**config.mk**
```make
export PLATFORM = sky130hd
export DESIGN_NAME = pmq_front
export DESIGN_NICKNAME = d
export VERILOG_FILES = /design/src/rtl/pmq_pkg.sv /design/src/rtl/pmq_front.sv
export SDC_FILE = /design/constraint.sdc
export NUM_CORES = 1
export LEC_CHECK = 0
export BUFFER_PORTS_ARGS = -buffer_cell sky130_fd_sc_hd__buf_4
export CAP_MARGIN = 20
export CORE_MARGIN = 1.5
export CORE_UTILIZATION = 53
export CTS_CLUSTER_DIAMETER = 30
export CTS_CLUSTER_SIZE = 12
export DETAILED_ROUTE_END_ITERATION = 10
export PLACE_DENSITY = 0.77
export SLEW_MARGIN = 30
export SYNTH_ARGS = -nofsm -noshare
export SYNTH_HDL_FRONTEND = slang
export SYNTH_SLANG_ARGS = --single-unit
```
**constraint.sdc**
```tcl
create_clock -name clk -period 6.1 [get_ports clk]
set_input_delay 0.915 -clock clk [delete_from_list [all_inputs] [get_ports clk]]
set_output_delay 0.915 -clock clk [all_outputs]
set_load 0.1 [all_outputs]
```
**src/rtl/pmq_pkg.sv**
```systemverilog
// Shared types, constants and helpers for the priority message queue.
// Depends on nothing; every rtl file but pmq_ram refers to it by scoped names.
package pmq_pkg;

  localparam int MAX_MSG_BYTES_DEF = 128;
  localparam int QUEUE_DEPTH_DEF   = 16;

  localparam logic KIND_WRITE = 1'b0;
  localparam logic KIND_READ  = 1'b1;

  localparam logic [1:0] STATUS_OK    = 2'd0;
  localparam logic [1:0] STATUS_EMPTY = 2'd1;
  localparam logic [1:0] STATUS_FULL  = 2'd2;

  typedef struct packed {
    logic        kind;
    logic [63:0] data_word;
    logic [3:0]  word_bytes;
    logic        last_word;
    logic [7:0]  read_length;
  } req_t;

  typedef struct packed {
    logic [1:0]  status;
    logic [63:0] out_word;
    logic [3:0]  out_bytes;
    logic        last_out;
    logic [7:0]  byte_total;
  } rsp_t;

  typedef struct packed {
    logic        kind;
    logic [63:0] data;
    logic [3:0]  nb;
    logic        last;
    logic [7:0]  rlen;
  } item_t;

  typedef enum logic [3:0] {
    ST_IDLE,
    ST_W1,
    ST_W2,
    ST_W_EMIT,
    ST_INS_START,
    ST_INS_CMP,
    ST_INS_PUT,
    ST_R_HEAD,
    ST_R_ADDR,
    ST_R_DATA
  } state_t;

  function automatic logic [63:0] byte_mask(input logic [3:0] n);
    logic [63:0] m;
    m = '0;
    for (int i = 0; i < 8; i++) begin
      if (4'(i) < n) begin
        m[i*8 +: 8] = 8'hFF;
      end
    end
    return m;
  endfunction

endpackage

```
**src/rtl/pmq_front.sv**
```systemverilog
// Front end: accepts request beats, classifies them and holds them in a
// two-entry queue for the back end. Depends on pmq_pkg.
module pmq_front (
  input  logic            clk,
  input  logic            rst,
  input  logic            req_valid,
  output logic            req_ready,
  input  pmq_pkg::req_t   req,
  output logic            item_valid,
  output pmq_pkg::item_t  item,
  input  logic            item_pop
);

  pmq_pkg::item_t slots [2];
  logic           wptr;
  logic           rptr;
  logic [1:0]     count;
  logic           push;
  pmq_pkg::item_t cls;

  assign req_ready  = (count != 2'd2);
  assign push       = req_valid && req_ready;
  assign item_valid = (count != 2'd0);
  assign item       = slots[rptr];

  always_comb begin
    cls.kind = req.kind;
    cls.last = req.last_word;
    cls.rlen = req.read_length;
    cls.nb   = (req.word_bytes > 4'd8) ? 4'd8 : req.word_bytes;
    cls.data = req.data_word & pmq_pkg::byte_mask(cls.nb);
  end

  always_ff @(posedge clk) begin
    if (push) begin
      slots[wptr] <= cls;
    end
    if (rst) begin
      wptr  <= 1'b0;
      rptr  <= 1'b0;
      count <= 2'd0;
    end else begin
      if (push) begin
        wptr <= ~wptr;
      end
      if (item_pop) begin
        rptr <= ~rptr;
      end
      count <= count + 2'(push) - 2'(item_pop);
    end
  end

endmodule

```
==> run summary, run 1 <==
Setup repair after global routing left no endpoint under its margin. Synthesis produced a netlist with a net count of 430. The number of max-slew violations in the final report is 0. The critical path is of the flop to output pin type.

The required time reported for the critical path endpoint came out at 5.18 ns. The top achievable clock speed is 329 MHz. The number of global-route vias before repair was 3783. The detailed placement HPWL came out at 8010 um. The worst-case setup margin in the final layout came out at 3.06 ns.

For this design the top-level I/O count stands at 162. The height of the die is 113 um. The number of antenna diodes in the final layout is 0. The area used by multi-input combinational logic came out at 0.00151 mm2. The final clock skew came out at 0.00952 ns.

The synthesized cell area came out at 0.00636 mm2. The total placed cells including tap cells is 641. The relative area change from synthesis to final layout came out at 31.4%. The source-to-sink clock delay at the later pin of the worst-skew pair came out at 0.40 ns. The clock passes through at most 2 buffers. The hold slack is 0.519 ns. The CTS tree is done. The number of vias per cell is 5.19. The area of the core came out at 0.0116 mm2. The count of buffers added on input and output ports is 161. The area of the die came out at 0.0127 mm2. The non-filler instance count after layout came out at 672. The number of nets in the finished design is 601. The number of clock buffers inserted by TritonCTS is 17. The total overflow reported by the global router came out at 0. The post-route setup TNS is 0 ns. The cell count after synthesis came out at 346. The synthesized flop and latch total is 161. The clock input transition at the sequential cells of the worst setup and hold paths is 0.06 ns. The number of rows created at floorplan came out at 39.

In this run the tightest slew margin relative to its limit is 40.0%. The library cell used most frequently in the layout, excluding fill and tap cells, is sky130_fd_sc_hd__buf_4. For the pin with the worst max-slew slack, the measured transition is 0.898 ns. Fill cells in the final layout number 749. Gates resized during post-CTS repair numbered 0. The share of layout cells above drive strength 1 came out at 52.7%. The count of endpoints failing hold in the final timing report came out at 0. The library cells used most frequently in the layout, excluding fill and tap cells, are 162 x sky130_fd_sc_hd__buf_4, 156 x sky130_fd_sc_hd__edfxtp_1, 79 x sky130_fd_sc_hd__mux2_2, 55 x sky130_fd_sc_hd__nor2b_1, 17 x sky130_fd_sc_hd__clkbuf_16. The DRC violation count after routing is 13. The sequential fraction of the synthesis area is 75.2%. The run finished, with violations left. The remaining antenna violation count is 0.

The initial detailed-routing violation count came out at 214. Yosys printed 0 warnings. The floorplan step set the die width to 113 um. The type of destination of the critical path is an output pin. The worst hold path belongs to the class flop to flop.

For this design the ratio of total power to cell area is 423 mW/mm2. By area the synthesized netlist is led by sky130_fd_sc_hd__edfxtp_1 74%, sky130_fd_sc_hd__mux2_2 14%, sky130_fd_sc_hd__nor2b_1 5.4%, sky130_fd_sc_hd__dfxtp_1 1.6%, sky130_fd_sc_hd__and2_1 0.89%. The total setup buffers inserted after CTS came out at 0.

Setup violations remaining at the end of the flow were counted as 0. sky130_fd_sc_hd__edfxtp_1 takes more of the synthesized area than any other cell. The largest net degree at the start of global routing came out at 49.

The length of the first detailed-routing pass in iterations is 10. The routed design has 12300 um of wire. Of the available clock period, the critical path in the final layout requires 49.9%. Subtracting the final worst setup slack from the clock period gives 3.04 ns.

The checks that failed: DRC. The initial utilization of the core area, before any placement, comes to 55.0%. The worst setup path is launched from a flop.

Max-cap violations in this run came to 0. The number of different library cells in the post-synthesis netlist is 28. The number of antenna violations at the first check in global routing is 0. For this design the static power due to leakage is 0.00317 uW. After detailed routing, the average wire length per cell comes to 18.3 um. The number of clock sinks came out at 161. After clock tree synthesis, the flow added hold-fix buffers numbering 0. In this run the biggest area consumer among cell types represents 73.7% of the synthesized area. Global routing used 20.3% of the available tracks across all layers.

The first-pass GRT wire length came out at 19200 um. Dividing the synthesized area by the synthesized cell count gives 18.4 um2. The routability congestion estimate is 0.747.

The signal arrival time at the worst endpoint is 2.13 ns. The maximum ir drop on the vdd rail came out at 0.277 mV. In the final layout, flip-flops and latches occupy 0.00479 mm2. The worst slack at placement is 3.12 ns. The deepest level of the CTS H-tree is 4.

The cell at the root of the clock tree is sky130_fd_sc_hd__clkbuf_16. The routed layout has 3490 vias. The biggest fanout along the worst timing path is 46.
## stage by stage
step | util, % | total power, uW | instance area [um2]
6_report | 72.3 | 3540 | 8360
5_1_grt | 72.3 | 3650 | 8360
4_1_cts | 72.3 | 3570 | 8360
3_5_place_dp | 67.1 | 2490 | 7760
3_3_place_gp | 66.5 | 2460 | 7700
2_1_floorplan | - | 2260 | 6360
## power breakdown
| part | switching (uW) | internal (uW) | total [uW] |
|---|---|---|---|
| logic | 814 | 249 | 1060 |
| clock network | 396 | 680 | 1080 |
| registers | 40.6 | 1360 | 1400 |
| total | 1250 | 2290 | 3540 |
## cell families after synthesis
family,after synthesis,share of synthesized area (%)
XOR/XNOR,2,0.276
AO/OA/AOI/OAI,4,0.492
multiplexers,79,14.0
AND/OR/NAND/NOR,84,8.38
adder cells (fa/ha/maj),2,0.393
flip-flops,161,75.2
buffers and inverters,14,1.22
## sequential cells by signal (all words and copies together) (netlist names), named ones only
register	flops
count	2
wptr	1
slots	156
rptr	1
## worst max-delay path, stage by stage, from the launching register on
cell and delay, ns:
sky130_fd_sc_hd__dfxtp_4 0.78, sky130_fd_sc_hd__buf_12 0.29, sky130_fd_sc_hd__mux2_2 0.37, sky130_fd_sc_hd__buf_4 0.23
## cell usage after synthesis (all sizes together)
| cell type | number |
|---|---|
| ha | 2 |
| a31oi | 1 |
| buf | 10 |
| and2 | 9 |
| clkbuf | 3 |
| mux2 | 79 |
| o21a | 1 |
| xor2 | 1 |
| nor2b | 55 |
| nor2 | 7 |
| or2 | 1 |
| and3 | 1 |
| edfxtp | 156 |
| a211oi | 1 |
| dfxtp | 5 |
| and2b | 6 |
| xnor2 | 1 |
| inv | 1 |
| nand2b | 1 |
| nor3 | 2 |
| a21oi | 1 |
| nor4 | 1 |
| nand2 | 1 |
## per-layer routing
layer,track usage (%),part of all wire (%)
met1,25.1,41
met2,33.7,50
met3,7.45,7.4
met4,6.41,1.1
met5,0,0
## cell type report
class	instances	share of cell area, %
clock inverters	11	1.96
well taps	143	2.14
inverters	1	0.0449
clock buffers	20	5.23
multi-input cells	171	18.1
flip-flops and latches	161	57.3
repair buffers	165	15.3
## final timing paths
path         startpoint            to  slack [ns]  cells past startpoint
max reg2reg    count[0]  slots[0][28]        3.65                      4
min reg2reg        rptr          rptr        0.52                      2
min                rptr          rptr        0.52                      2
max                flop      item[23]        3.06                      3
Note: power is estimated with default switching activity, not from simulation.
==> run 2: changes to the inputs <==
ABC_AREA = 1   (was default)
CORE_UTILIZATION = 48   (was 53)
PLACE_DENSITY = 0.73   (was 0.77)
clock period = 2.45 ns   (was 6.1 ns; I/O delays follow)
==> run summary, run 2 <==
The run finished with clean final reports. The length of the first detailed-routing pass in iterations is 4. The actual transition at the worst max-transition pin came out at 0.788 ns.

The synthesized cell area is 0.00646 mm2. Clock tree synthesis found a total of 161 sinks. Summed over all cells, the static leakage comes to 0.00352 uW.

Setup repair after global routing left no endpoint under its margin. Net switching is 34.7% of the power. The delay of the slowest cell on the worst path is 0.63 ns. The post-route setup TNS is 0 ns. The die is 119 um tall.

The total internal power is 5360 uW. The overall global routing resource usage came out at 17.1%. The tightest min-delay check is of the input pin to flop type. The final critical path takes up 94.3% of the cycle. The count of endpoints failing hold in the final timing report came out at 0. The count of buffers inserted at the top-level ports came out at 161. The clock network accounts for 29.6% of the total power. The number of gates resized after CTS was 0. The worst setup path is launched from a flop. The sequential fraction of the synthesis area is 74.1%. The number of hold buffers added after CTS came out at 0. The deepest level of the CTS H-tree came out at 4. For the finished layout, the period the worst path requires is 2.31 ns. For this run, design rule violations remaining after detail routing come to 0. Ranked by total cell area, the synthesized netlist is headed by sky130_fd_sc_hd__edfxtp_1 73%, sky130_fd_sc_hd__mux2_2 13%, sky130_fd_sc_hd__inv_1 4.4%, sky130_fd_sc_hd__nor2_1 3.4%, sky130_fd_sc_hd__dfxtp_1 1.5%. The detailed placement HPWL is 7610 um. The number of rows created at floorplan is 42. Counting flops per register, the top entry is slots. TritonCTS built the clock tree. The number of different library cells used by synthesis comes to 19. The number of fillers in the final layout came out at 1010. Sequential cells burn 41.4% of the power. Walking the worst path, the cells encountered are buf_4 -> mux2_2 -> buf_4. The number of antenna violations at the first check in global routing is 0. On the critical path, the stage with the largest delay is an instance of sky130_fd_sc_hd__dfxtp_4.

The area of the die came out at 0.0142 mm2. The count of endpoints failing setup in the final report is 0. The first-pass GRT wire length came out at 18300 um. The total setup buffers inserted after CTS came out at 0. Summing internal, switching and leakage power gives 8210 uW.

For this run, the number of Yosys warnings is 0. Entering global routing, the biggest net connects 79 pins. The per-instance average area after synthesis is 15.2 um2. The worst setup path is captured at an output pin. The I/O pin count came out at 162.

The number of clock buffers inserted by TritonCTS is 17. The signal arrival time at the worst endpoint is 1.94 ns. The first routing iteration left 209 violations. The remaining antenna violation count is 0. After global routing the overflow that remains totals 0. The library cell used most frequently in the layout, excluding fill and tap cells, is sky130_fd_sc_hd__buf_4. At the end of the flow, the number of nets in the layout was 683. The sequential cell area came out at 0.00479 mm2. For this run, the leading register cell type out of synthesis is sky130_fd_sc_hd__edfxtp_1.

The source-to-sink clock delay at the later pin of the worst-skew pair is 0.41 ns. The floorplan die width is 119 um. The total net switching power came out at 2850 uW. The number of buffers between clock root and the deepest sink is 2. The relative max-transition margin came out at 47.5%. The total non-filler cell area in the finished layout is 0.00844 mm2. The largest registers in the layout are slots (156), count (2). The final routed wirelength across all metal layers is 11800 um. The number of vias per cell is 4.67.

The area used by multi-input combinational logic is 0.00132 mm2. The share of synthesized registers carrying an async set or reset came out at 0%. Relative to the synthesized area, the layout overhead comes to 30.7%. Cells with a size suffix above 1 make up 44.9% of the layout. Once the floorplan was initialized, standard cells occupied 49.0% of the core. CTS placed an instance of sky130_fd_sc_hd__clkbuf_16 at the clock tree root. The core region is 0.0132 mm2. The worst setup path is of the flop to output pin kind.

The synthesized instance count is 426. The placed instance area came out at 0.00790 mm2. The share of the core filled with cells in the final layout is 64.0%. The cell type contributing the most total cell area after synthesis is sky130_fd_sc_hd__edfxtp_1.

The routability congestion estimate came out at 0.718. The share of total power in combinational logic is 29.0%. In this run the worst path has a maximum fanout of 30. After synthesis, the most frequently instantiated cells are 156 x sky130_fd_sc_hd__edfxtp_1, 76 x sky130_fd_sc_hd__mux2_2, 75 x sky130_fd_sc_hd__inv_1, 58 x sky130_fd_sc_hd__nor2_1, 26 x sky130_fd_sc_hd__nand2_1. The final clock skew is 0.00539 ns.

The number of max-slew violations in the final report is 0. The cell that appears most often on the critical path is sky130_fd_sc_hd__buf_4. Leaving out fill and tap cells, the most frequent cells in the layout are 164 x sky130_fd_sc_hd__buf_4, 156 x sky130_fd_sc_hd__edfxtp_1, 76 x sky130_fd_sc_hd__mux2_2, 74 x sky130_fd_sc_hd__inv_1, 57 x sky130_fd_sc_hd__nor2_1. The diode insertion count for antenna repair came out at 0. The number of nets handed over by synthesis was 510.

The clock input transition at the sequential cells of the worst setup and hold paths came out at 0.06 ns. Counting flops and latches in the post-synthesis netlist gives 161. In this run, synthesis inferred 156 flip-flops with an integrated enable. The top achievable clock speed came out at 433 MHz.

The per-cell routed wire length came out at 14.9 um. VDD sags by at most 0.634 mV. The number of flip-flops in the largest register is 156. The required time reported for the critical path endpoint came out at 2.08 ns. The hold slack came out at 0.134 ns. The number of global-route vias before repair came out at 3791. The count of max-cap constraint violations is 0. The leading cell type by number of instances after synthesis is sky130_fd_sc_hd__edfxtp_1. The share of the synthesized area in the top cell type came out at 72.5%.

The power density over the cells came out at 972 mW/mm2. The routed via count is 3683.
-- run 2: cell count changes in the layout (fill, tap and decap cells not counted), moves of 4 or more --
cell	previous run	this run
sky130_fd_sc_hd__nor2_1	5	57
sky130_fd_sc_hd__nand2_1	1	25
sky130_fd_sc_hd__and2b_1	6	0
sky130_fd_sc_hd__inv_1	1	74
sky130_fd_sc_hd__nor2b_1	55	0
sky130_fd_sc_hd__and2_1	9	0
sky130_fd_sc_hd__clkbuf_1	3	7
-- run 2: critical path, delay by kind of cell (launching register included) --
family | cells | cell delay [ns]
buffers and inverters | 2 | 0.52
muxes | 1 | 0.36
DFF | 1 | 0.63
-- run 2: cell type report --
class / count / area share [%]
Clock buffer: 24 / 5.35
Clock inverter: 8 / 1.04
Inverter: 77 / 3.47
Multi-Input combinational cell: 175 / 15.6
Sequential cell: 161 / 56.7
Tap cell: 176 / 2.61
Timing Repair Buffer: 167 / 15.2
-- run 2: final timing paths --
path             from          end  slack, ns  cells past startpoint
max              flop     item[66]       0.14                      3
min               rst         rptr       0.13                      2
max reg2reg  count[0]  slots[1][6]       0.70                      5
min reg2reg      rptr         rptr       0.52                      2
-- run 2: layer usage --
metal	wire, um	GRT usage, %
met2	5660	27.6
met1	5110	21.2
met3	776	5.84
met5	0	0
met4	219	7.30
-- run 2: metrics by stage --
stage                     worst slack, ns  instances
after floorplan                    0.0301        426
after global placement              0.534        756
after detailed placement            0.549        756
after CTS                          0.0915        788
after global routing               0.0481        788
final                               0.140        788
-- run 2: power by group through the flow --
stage	registers, uW	logic (uW)	clock network (uW)
2_1_floorplan	3420	1900	0
3_3_place_gp	3450	2380	0
3_5_place_dp	3460	2390	0
4_1_cts	3400	2400	2470
5_1_grt	3420	2470	2580
6_report	3400	2380	2430
-- run 2: cells by family after synthesis --
group	share of synthesized area (%)
buffers and inverters	5.75
multiplexers	13.6
AO/OA/AOI/OAI	0.620
adder cells (fa/ha/maj)	0.387
XOR/XNOR	0.136
AND/OR/NAND/NOR	5.44
flip-flops	74.1
==> run 3: changes to the inputs <==
CORE_UTILIZATION = 42   (was 48)
HOLD_SLACK_MARGIN = 0.05   (was default)
PLACE_DENSITY = 0.65   (was 0.73)
==> run summary, run 3 (synthesized netlist as in run 2, its figures left out) <==
The total setup buffers inserted after CTS is 0. The global routing met2 resource utilization is 27.0%. slots holds more flip-flops than any other register. In the final layout, the registers with the most flip-flops are slots (156), count (2). The worst slack at placement is 0.541 ns.

The critical path is of the flop to output pin type. The commonest non-fill, non-tap cell in the layout is sky130_fd_sc_hd__buf_4. The non-filler instance count after layout is 798. The routing layer with the top usage in global route is met2.

The min-delay analysis places its worst path in the category input pin to flop. 162 I/O pins were placed. The count of max-cap constraint violations is 0. Dividing total power by cell area gives a power density of 964 mW/mm2.

The number of nets in the finished design is 682. The signal arrival time at the worst endpoint came out at 1.94 ns. Cells fill 56.0% of the core in the end. The overall global routing resource usage came out at 16.1%. The final routed wirelength across all metal layers is 12500 um.

The area of the die came out at 0.0161 mm2. The cell at the root of the clock tree is sky130_fd_sc_hd__clkbuf_16. Summed over all cells, the static leakage comes to 0.00352 uW. The die is 127 um tall. For this run, design rule violations remaining after detail routing come to 0. The length of the first detailed-routing pass in iterations is 4.

The relative area change from synthesis to final layout came out at 30.9%. The starting utilization of the core area came out at 42.8%. The worst setup path is captured at an output pin. The per-cell routed wire length is 15.6 um.

The count of endpoints failing hold in the final timing report is 0. The routability congestion estimate came out at 0.733. The maximum ir drop on the vdd rail came out at 0.554 mV.

CTS built an H-tree with a depth of 4. The count of nets left with antenna violations once routing finished came out at 0. The CTS tree is done. The flow ran to the end, and the final reports show no timing, DRC or antenna violations. The detailed placement HPWL is 8080 um. The biggest fanout along the worst timing path came out at 25. At the worst endpoint, the required time is 2.08 ns. Setup repair after global routing left no endpoint under its margin. The startpoint kind of the worst setup timing path is a flop. The initialized floorplan defines 45 standard-cell rows. The time the worst path needs with I/O delays and setup is 2.31 ns. Counting the buffers created by CTS gives 17. For this design, the sink count on the clock tree is 161. The total overflow reported by the global router is 0.

At the pin with the least slew margin, the transition time is 0.671 ns. The worst-case setup margin in the final layout is 0.140 ns. The initial detailed-routing violation count came out at 252. The number of vias per cell is 4.73.

The diode insertion count for antenna repair is 0. The source-to-sink clock delay at the later pin of the worst-skew pair came out at 0.41 ns. The area used by multi-input combinational logic is 0.00132 mm2. The total area inside the core boundary comes to 0.0151 mm2.

The met3 global-route usage came out at 5.15%. The number of global-route vias before repair is 4025. The number of fillers in the final layout is 1277. For met1 alone, demand over resource in global routing was 19.5%. The relative max-transition margin came out at 55.0%.

The total placed cells including tap cells came out at 767. The number of flip-flops in the largest register is 156. The sequential cell area is 0.00479 mm2. Buffers placed on the I/O ports in this run total 161.

Dividing the final minimum period by the clock period gives 94.3%. The top achievable clock speed came out at 433 MHz. The count of endpoints failing setup in the final report is 0.

The number of antenna violations at the first check in global routing was 0. The post-route setup TNS came out at 0 ns. The number of resized instances in the post-cts repair step is 0. The first-pass GRT wire length came out at 19600 um. The floorplan die width is 127 um. The number of max-slew violations in the final report is 0. The number of buffers between clock root and the deepest sink came out at 2. The routed via count came out at 3775. Entering global routing, the biggest net connects 79 pins. The final clock skew is 0.00417 ns. The number of hold buffers added after CTS was 0. The post-route netlist has 45.6% of its cells at a drive strength greater than 1. In the layout the commonest cells are 162 x sky130_fd_sc_hd__buf_4, 156 x sky130_fd_sc_hd__edfxtp_1, 76 x sky130_fd_sc_hd__mux2_2, 74 x sky130_fd_sc_hd__inv_1, 57 x sky130_fd_sc_hd__nor2_1. The clock input transition at the sequential cells of the worst setup and hold paths came out at 0.06 ns.
==> run 3: cell count changes in the layout (fill, tap and decap cells not counted) <==
cell	change
sky130_fd_sc_hd__buf_12	+2
sky130_fd_sc_hd__buf_4	-2
sky130_fd_sc_hd__buf_6	-1
sky130_fd_sc_hd__bufinv_16	-1
sky130_fd_sc_hd__clkbuf_1	-6
sky130_fd_sc_hd__clkinv_1	+1
sky130_fd_sc_hd__clkinv_2	+2
sky130_fd_sc_hd__clkinv_4	+1
sky130_fd_sc_hd__clkinvlp_4	+1
sky130_fd_sc_hd__inv_6	+1
==> run 3: through the flow <==
step | hold slack, ns | total power, uW | instance area (um2)
2_1_floorplan | 0.439 | 5320 | 6480
3_3_place_gp | 0.501 | 5840 | 7930
3_5_place_dp | 0.516 | 5870 | 7930
4_1_cts | 0.114 | 8250 | 8460
5_1_grt | 0.112 | 8460 | 8460
6_report | 0.135 | 8150 | 8460
==> run 3: final cells by class <==
cell class | count | share of cell area (%)
clock inverter | 13 | 1.14
tap | 188 | 2.78
inverter | 77 | 3.46
sequential | 161 | 56.6
multi-input combinational | 175 | 15.6
timing repair buffer | 166 | 15.3
clock buffer | 18 | 5.07
==> run 3: path summary, 6_finish.rpt <==
check | slack, ns | start | depth (start not counted) | end
worst max-delay path | 0.14 | flop | 3 | item[20]
worst min-delay path | 0.14 | rst | 2 | flop
worst max register to register | 0.88 | count[0] | 10 | count[1]
worst min register to register | 0.55 | rptr | 2 | rptr
==> run 3: report_power, final <==
group / leakage, uW / internal [uW] / switching, uW
registers: 0.00152 / 3320 / 72.8
logic: 0.00175 / 561 / 1830
clock network: 0.000253 / 1370 / 995
total: 0.00352 / 5250 / 2900
==> run 3: routing by layer <==
layer | share of wire, % | vias up
li1 | - | 1805
met4 | 1.9 | 0
met2 | 49 | 116
met3 | 5.8 | 17
met5 | 0 | -
met1 | 43 | 1837
==> run 3: critical path, cell delays in order (launching register included) <==
cell and delay (ns):
sky130_fd_sc_hd__dfxtp_4 0.60, sky130_fd_sc_hd__buf_4 0.31, sky130_fd_sc_hd__mux2_2 0.37, sky130_fd_sc_hd__buf_4 0.24
